`src/rtl/core/smv_pkg.sv`:
```
// ----------------------------------------------------------------------------
// smv_pkg: shared types and constants
// Command codes, internal operation codes and the queued operation record
// used by the sparse matrix-vector accumulate block.
// ----------------------------------------------------------------------------
`default_nettype none

package smv_pkg;

    localparam int VEC_LEN     = 1024;
    localparam int ADDR_W      = $clog2(VEC_LEN);
    localparam int IDX_W       = 10;
    localparam int DATA_W      = 32;
    localparam int CMD_W       = 3;
    localparam int QUEUE_DEPTH = 4;

    // configuration register indexes
    localparam logic REG_ALPHA = 1'b0;
    localparam logic REG_BETA  = 1'b1;

    // input command codes
    localparam logic [CMD_W-1:0] CMD_LOAD_X = 3'd0;
    localparam logic [CMD_W-1:0] CMD_LOAD_Y = 3'd1;
    localparam logic [CMD_W-1:0] CMD_ENTRY  = 3'd2;
    localparam logic [CMD_W-1:0] CMD_READ_Y = 3'd3;
    localparam logic [CMD_W-1:0] CMD_CLEAR  = 3'd4;

    // operation codes carried through the queue
    localparam int OP_W = 3;
    localparam logic [OP_W-1:0] OP_LOAD_X = 3'd0;
    localparam logic [OP_W-1:0] OP_LOAD_Y = 3'd1;
    localparam logic [OP_W-1:0] OP_ENTRY  = 3'd2;
    localparam logic [OP_W-1:0] OP_READ_Y = 3'd3;
    localparam logic [OP_W-1:0] OP_CLEAR  = 3'd4;

    typedef struct packed {
        logic [OP_W-1:0]          code;
        logic                     row_ok;
        logic [IDX_W-1:0]         row;
        logic [IDX_W-1:0]         col;
        logic signed [DATA_W-1:0] data;
    } op_t;

endpackage

`default_nettype wire

```
`src/rtl/core/smv_queue.sv`:
```
// ----------------------------------------------------------------------------
// smv_queue: operation queue
// Short FIFO of decoded operations between the intake and the engine.
// ----------------------------------------------------------------------------
`default_nettype none

module smv_queue (
    input  wire logic          clk,
    input  wire logic          rst_n,
    input  wire logic          push,
    input  wire smv_pkg::op_t  push_op,
    output logic               full,
    input  wire logic          pop,
    output smv_pkg::op_t       head,
    output logic               empty
);
    import smv_pkg::*;

    localparam int PTR_W = $clog2(QUEUE_DEPTH);
    localparam int CNT_W = PTR_W + 1;

    op_t              slot_mem [QUEUE_DEPTH];
    logic [PTR_W-1:0] wr_ptr_reg, wr_ptr_next;
    logic [PTR_W-1:0] rd_ptr_reg, rd_ptr_next;
    logic [CNT_W-1:0] count_reg, count_next;

    assign full  = count_reg == CNT_W'(QUEUE_DEPTH);
    assign empty = count_reg == '0;
    assign head  = slot_mem[rd_ptr_reg];

    always_comb
    begin
        wr_ptr_next = wr_ptr_reg;
        rd_ptr_next = rd_ptr_reg;
        count_next  = count_reg;
        if (push)
        begin
            wr_ptr_next = (wr_ptr_reg == PTR_W'(QUEUE_DEPTH - 1)) ? '0 : wr_ptr_reg + 1'b1;
        end
        if (pop)
        begin
            rd_ptr_next = (rd_ptr_reg == PTR_W'(QUEUE_DEPTH - 1)) ? '0 : rd_ptr_reg + 1'b1;
        end
        if (push && !pop)
        begin
            count_next = count_reg + 1'b1;
        end
        else if (pop && !push)
        begin
            count_next = count_reg - 1'b1;
        end
    end

    always_ff @(posedge clk or negedge rst_n)
    begin
        if (!rst_n)
        begin
            wr_ptr_reg <= '0;
            rd_ptr_reg <= '0;
            count_reg  <= '0;
        end
        else
        begin
            wr_ptr_reg <= wr_ptr_next;
            rd_ptr_reg <= rd_ptr_next;
            count_reg  <= count_next;
        end
    end

    always_ff @(posedge clk)
    begin
        if (push)
        begin
            slot_mem[wr_ptr_reg] <= push_op;
        end
    end

endmodule

`default_nettype wire

```
`config.mk`:
```
export PLATFORM = sky130hd
export DESIGN_NAME = smv_queue
export DESIGN_NICKNAME = d
export VERILOG_FILES = /design/src/rtl/core/smv_pkg.sv /design/src/rtl/core/smv_queue.sv
export SDC_FILE = /design/constraint.sdc
export NUM_CORES = 1
export LEC_CHECK = 0
export ABC_AREA = 1
export BUFFER_PORTS_ARGS = -buffer_cell sky130_fd_sc_hd__buf_2
export CAP_MARGIN = 20
export CORE_MARGIN = 10
export CORE_UTILIZATION = 50
export CTS_BUF_LIST = sky130_fd_sc_hd__clkbuf_4
export DETAILED_ROUTE_END_ITERATION = 8
export PLACE_DENSITY = 0.84
export SKIP_LAST_GASP = 1
export SLEW_MARGIN = 15
export SYNTH_ARGS = -nofsm -noshare
export SYNTH_HDL_FRONTEND = slang
export SYNTH_SLANG_ARGS = --single-unit
```
`constraint.sdc`:
```
create_clock -name clk -period 2.4 [get_ports clk]
set_clock_uncertainty 0.2 [all_clocks]
set_input_delay 0.24 -clock clk [delete_from_list [all_inputs] [get_ports clk]]
set_output_delay 0.24 -clock clk [all_outputs]
set_load 0.01 [all_outputs]
```
==> metrics.sh <==
CTS.ROOT.BUFFER_CELL='clkbuf_4'
FRACTION_OF_FINAL_LAYOUT_CELLS_SIZED_BEYOND_DRIVE_STRENGTH_1_PCT=34.3
GRT_SETUP_UNREPAIRED='true'
HPWL_UM=11700
ENDPOINT_KIND='primary output'
GRT-BUSIEST-LAYER='met2'
WORSTPATHARRIVAL_NS=1.88
TIMING.CRITICAL_PATH.FANOUT_MAX=22
SLEW-LIMIT-HEADROOM_PCT=66.0
POST_DRT_WL_PER_CELL_UM=17.1
TIMING.FINAL.CRIT_SHARE_PCT=96.7
FINALSETUPTNS_NS=0
NUM_ROWS=51
WORST-SETUP-PATH-TYPE='flip-flop to primary output'
DR_TOTAL_VIAS=6110
CELLLEAKAGEPOWER_uW=0.00526
MET2_USAGE_GRT_PCT=28.0
P_SW_SHARE_PCT=35.3
GRTUSAGEMET1_PCT=17.0
R2R_CELLS=5
SYNTHDISTINCTLIBCELLS=21
SYN-INSTANCE-COUNT=705
FINAL-SETUP-VIOL-COUNT=0
NUMCLOCKSINKS=231
DRV.MAX_CAP_VIOLATION_COUNT=0
SYNTH.NET_COUNT=772
DETAILED_ROUTE_DRC_ERROR_COUNT=0
CRIT_REQUIRED_NS=1.96
TYPE_OF_THE_MOST_CRITICAL_HOLD_PATH='input pin to flip-flop'
CLKSLEWWORSTSETUPHOLDPATHS_NS=0.07
DIE_HEIGHT_UM=160
TRITONCTS.NUM_BUFFERS=58
RUN_STATUS='finished, final reports clean'
YOSYSWARNINGCOUNT=0
POWER_FRAC_SEQ_PCT=38.8
INITIAL_CORE_UTIL_PCT=50.5
WL_UM=21400
IR_DROP_V=0.000577
FRACTION_OF_THE_YOSYS_AREA_TAKEN_BY_SEQUENTIAL_CELLS_PCT=70.4
GRT_PASS1_WL_UM=32500
GLOBALROUTE.TOTALOVERFLOW=0
POWER.SHARE.COMBINATIONAL_PCT=37.9
AVGSYNTHCELLAREA_UM2=13.9
FINAL.HOLD.WORST_SLACK_NS=0.130
GRT_PASS1_VIAS=6482
WORSTSKEWPAIRLATENCY_NS=0.66
CTS_TREE='done'
CLOCKPOWERSHARE_PCT=23.3
TIMING.HOLD.WORST_PATH_DEPTH=2
REPORT.FINAL.SLEW_VIOL_COUNT=0
GRT_USE_MET3_PCT=4.96
TIGHTEST_SLEW_NS=0.509
PLACE_WS_NS=0.522
PLACE.GP.CONGESTION=0.727
DIE_WIDTH_UM=160
PORT-BUFFER-COUNT=117
FMAX_MHz=431
LARGEST_REGISTER_FFS=224
P_INT_uW=9060
DIE-AREA_MM2=0.0256
CORE-AREA_MM2=0.0194
BOUNDARYPINS=118
FINAL_CRITICAL_PATH_SETUP_SLACK_NS=0.0782
HTREEDEPTH=2
SYNTHESIZED_CELL_AREA_MM2=0.00980
SYN2LAYOUT_AREA_GROWTH_PCT=26.9
ANTENNA_FOUND_INITIAL=3
COUNT_OF_FINAL_HOLD_CHECK_VIOLATIONS=0
VIASPERCELL=4.87
NUM-NETS-FINAL=1007
TOTAL_GRT_USAGE_PCT=15.7
SYNTH_SEQ_CELLS=231
POSTROUTEANTENNANETS=0
CRITPATHLAUNCHTYPE='flip-flop'
MAX-CLOCK-PATH-BUFFERS=3
INITIALDRTVIOLATIONCOUNT=287
P_PER_AREA_mW_PER_MM2=1130
P_SW_uW=4950
FINAL_PERIOD_MINUS_WORST_SETUP_SLACK_NS=2.32
GRT_START_MAX_NET_PINS=42
DRT-PASS1-ITER-COUNT=4
## kinds of logic after synthesis
kind of cell	after synthesis	synth area share, %
xor gates and xnor gates	1	0.0894
AOI/OAI and AO/OA	116	13.4
adders and majority gates	7	0.970
and+or+nand+nor	189	7.30
buffers and inverters	161	7.85
DFF	231	70.4
## routing by layer
metal	vias up	wire [um]	part of all wire, %
met5	-	0	0
met4	0	403	1.9
met3	32	1370	6.4
met2	177	11000	51
met1	2930	8670	40
li1	2971	-	-
## critical path: stages, from the launching register on
cell      delay (ns)
dfrtp_2         0.47
buf_4           0.23
inv_8           0.10
o211ai_1        0.16
nand2_1         0.12
buf_2           0.16
## placed cells by master (no fill, tap or decap), types with 2 or more instances in the layout
| cell type | n |
|---|---|
| clkinv_2 | 3 |
| o211ai_2 | 90 |
| buf_16 | 5 |
| inv_1 | 119 |
| o21ai_0 | 2 |
| ha_1 | 6 |
| o211ai_1 | 22 |
| buf_12 | 9 |
| inv_2 | 5 |
| clkbuf_4 | 85 |
| edfxtp_1 | 224 |
| clkinv_1 | 17 |
| diode_2 | 3 |
| nand2_1 | 184 |
| buf_8 | 2 |
| dlygate4sd3_1 | 60 |
| o21ai_1 | 2 |
| buf_6 | 4 |
| nor3_1 | 2 |
| buf_4 | 5 |
| dfrtp_1 | 5 |
| clkbuf_16 | 7 |
| buf_2 | 117 |
## per-stage QoR
step,util (%),cell area (um2),std cells,total power [uW]
final,64.1,12400,1255,14000
after global routing,64.1,12400,1254,14900
after CTS,62.8,12200,1244,13600
after detailed placement,55.5,10800,1074,10200
after global placement,55.5,10800,1074,10000
after floorplan,-,9800,705,8620
## final cells by class
type	count	area, um2
Antenna cell	3	7.51
Timing Repair inverter	2	20.0
Tap cell	265	332
Timing Repair Buffer	209	1790
Inverter	125	498
Sequential cell	231	6910
Clock buffer	85	638
Fill cell	1430	6960
Clock inverter	22	113
Multi-Input combinational cell	313	2130
## worst paths after layout
kind / startpoint / endpoint / slack [ns]
worst max-delay path: rd_ptr_reg[0] / head[33] / 0.08
worst min-delay path: push_op[50] / slot_mem[0][50] / 0.13
worst max register to register: wr_ptr_reg[0] / slot_mem[2][31] / 0.52
worst min register to register: count_reg[2] / count_reg[2] / 0.33
max in group asynchronous: rst_n / rd_ptr_reg[0] / 1.28
min in group asynchronous: rst_n / rd_ptr_reg[1] / 0.41
## cells in the mapped netlist, drive strengths merged
library cell | instances | area (um2)
edfxtp | 224 | 6730
nand2 | 184 | 691
inv | 125 | 472
o211ai | 112 | 1290
buf | 29 | 272
clkbuf | 7 | 26.3
dfrtp | 7 | 175
ha | 6 | 75.1
o21ai | 4 | 20.0
nor3 | 2 | 10.0
fa | 1 | 20.0
nand3 | 1 | 5.00
nand4 | 1 | 6.26
nor2 | 1 | 3.75
xnor2 | 1 | 8.76
## power by group through the flow
stage | clock network [uW] | logic (uW) | registers (uW)
2_1_floorplan | 0 | 3170 | 5450
3_3_place_gp | 0 | 4560 | 5450
6_report | 3260 | 5310 | 5440
4_1_cts | 3340 | 4900 | 5390
5_1_grt | 3580 | 5850 | 5490
3_5_place_dp | 0 | 4670 | 5480
## repair_timing
action                                  4_1_cts  5_1_grt
hold buffers                                 60        0
pin swaps                                     0        0
resized for setup                             6       17
cloned                                        2        8
setup buffers                                 1        0
endpoints found under the hold margin       245        0
endpoints found under the setup margin       54       56
Note: power is estimated with default switching activity, not from simulation.
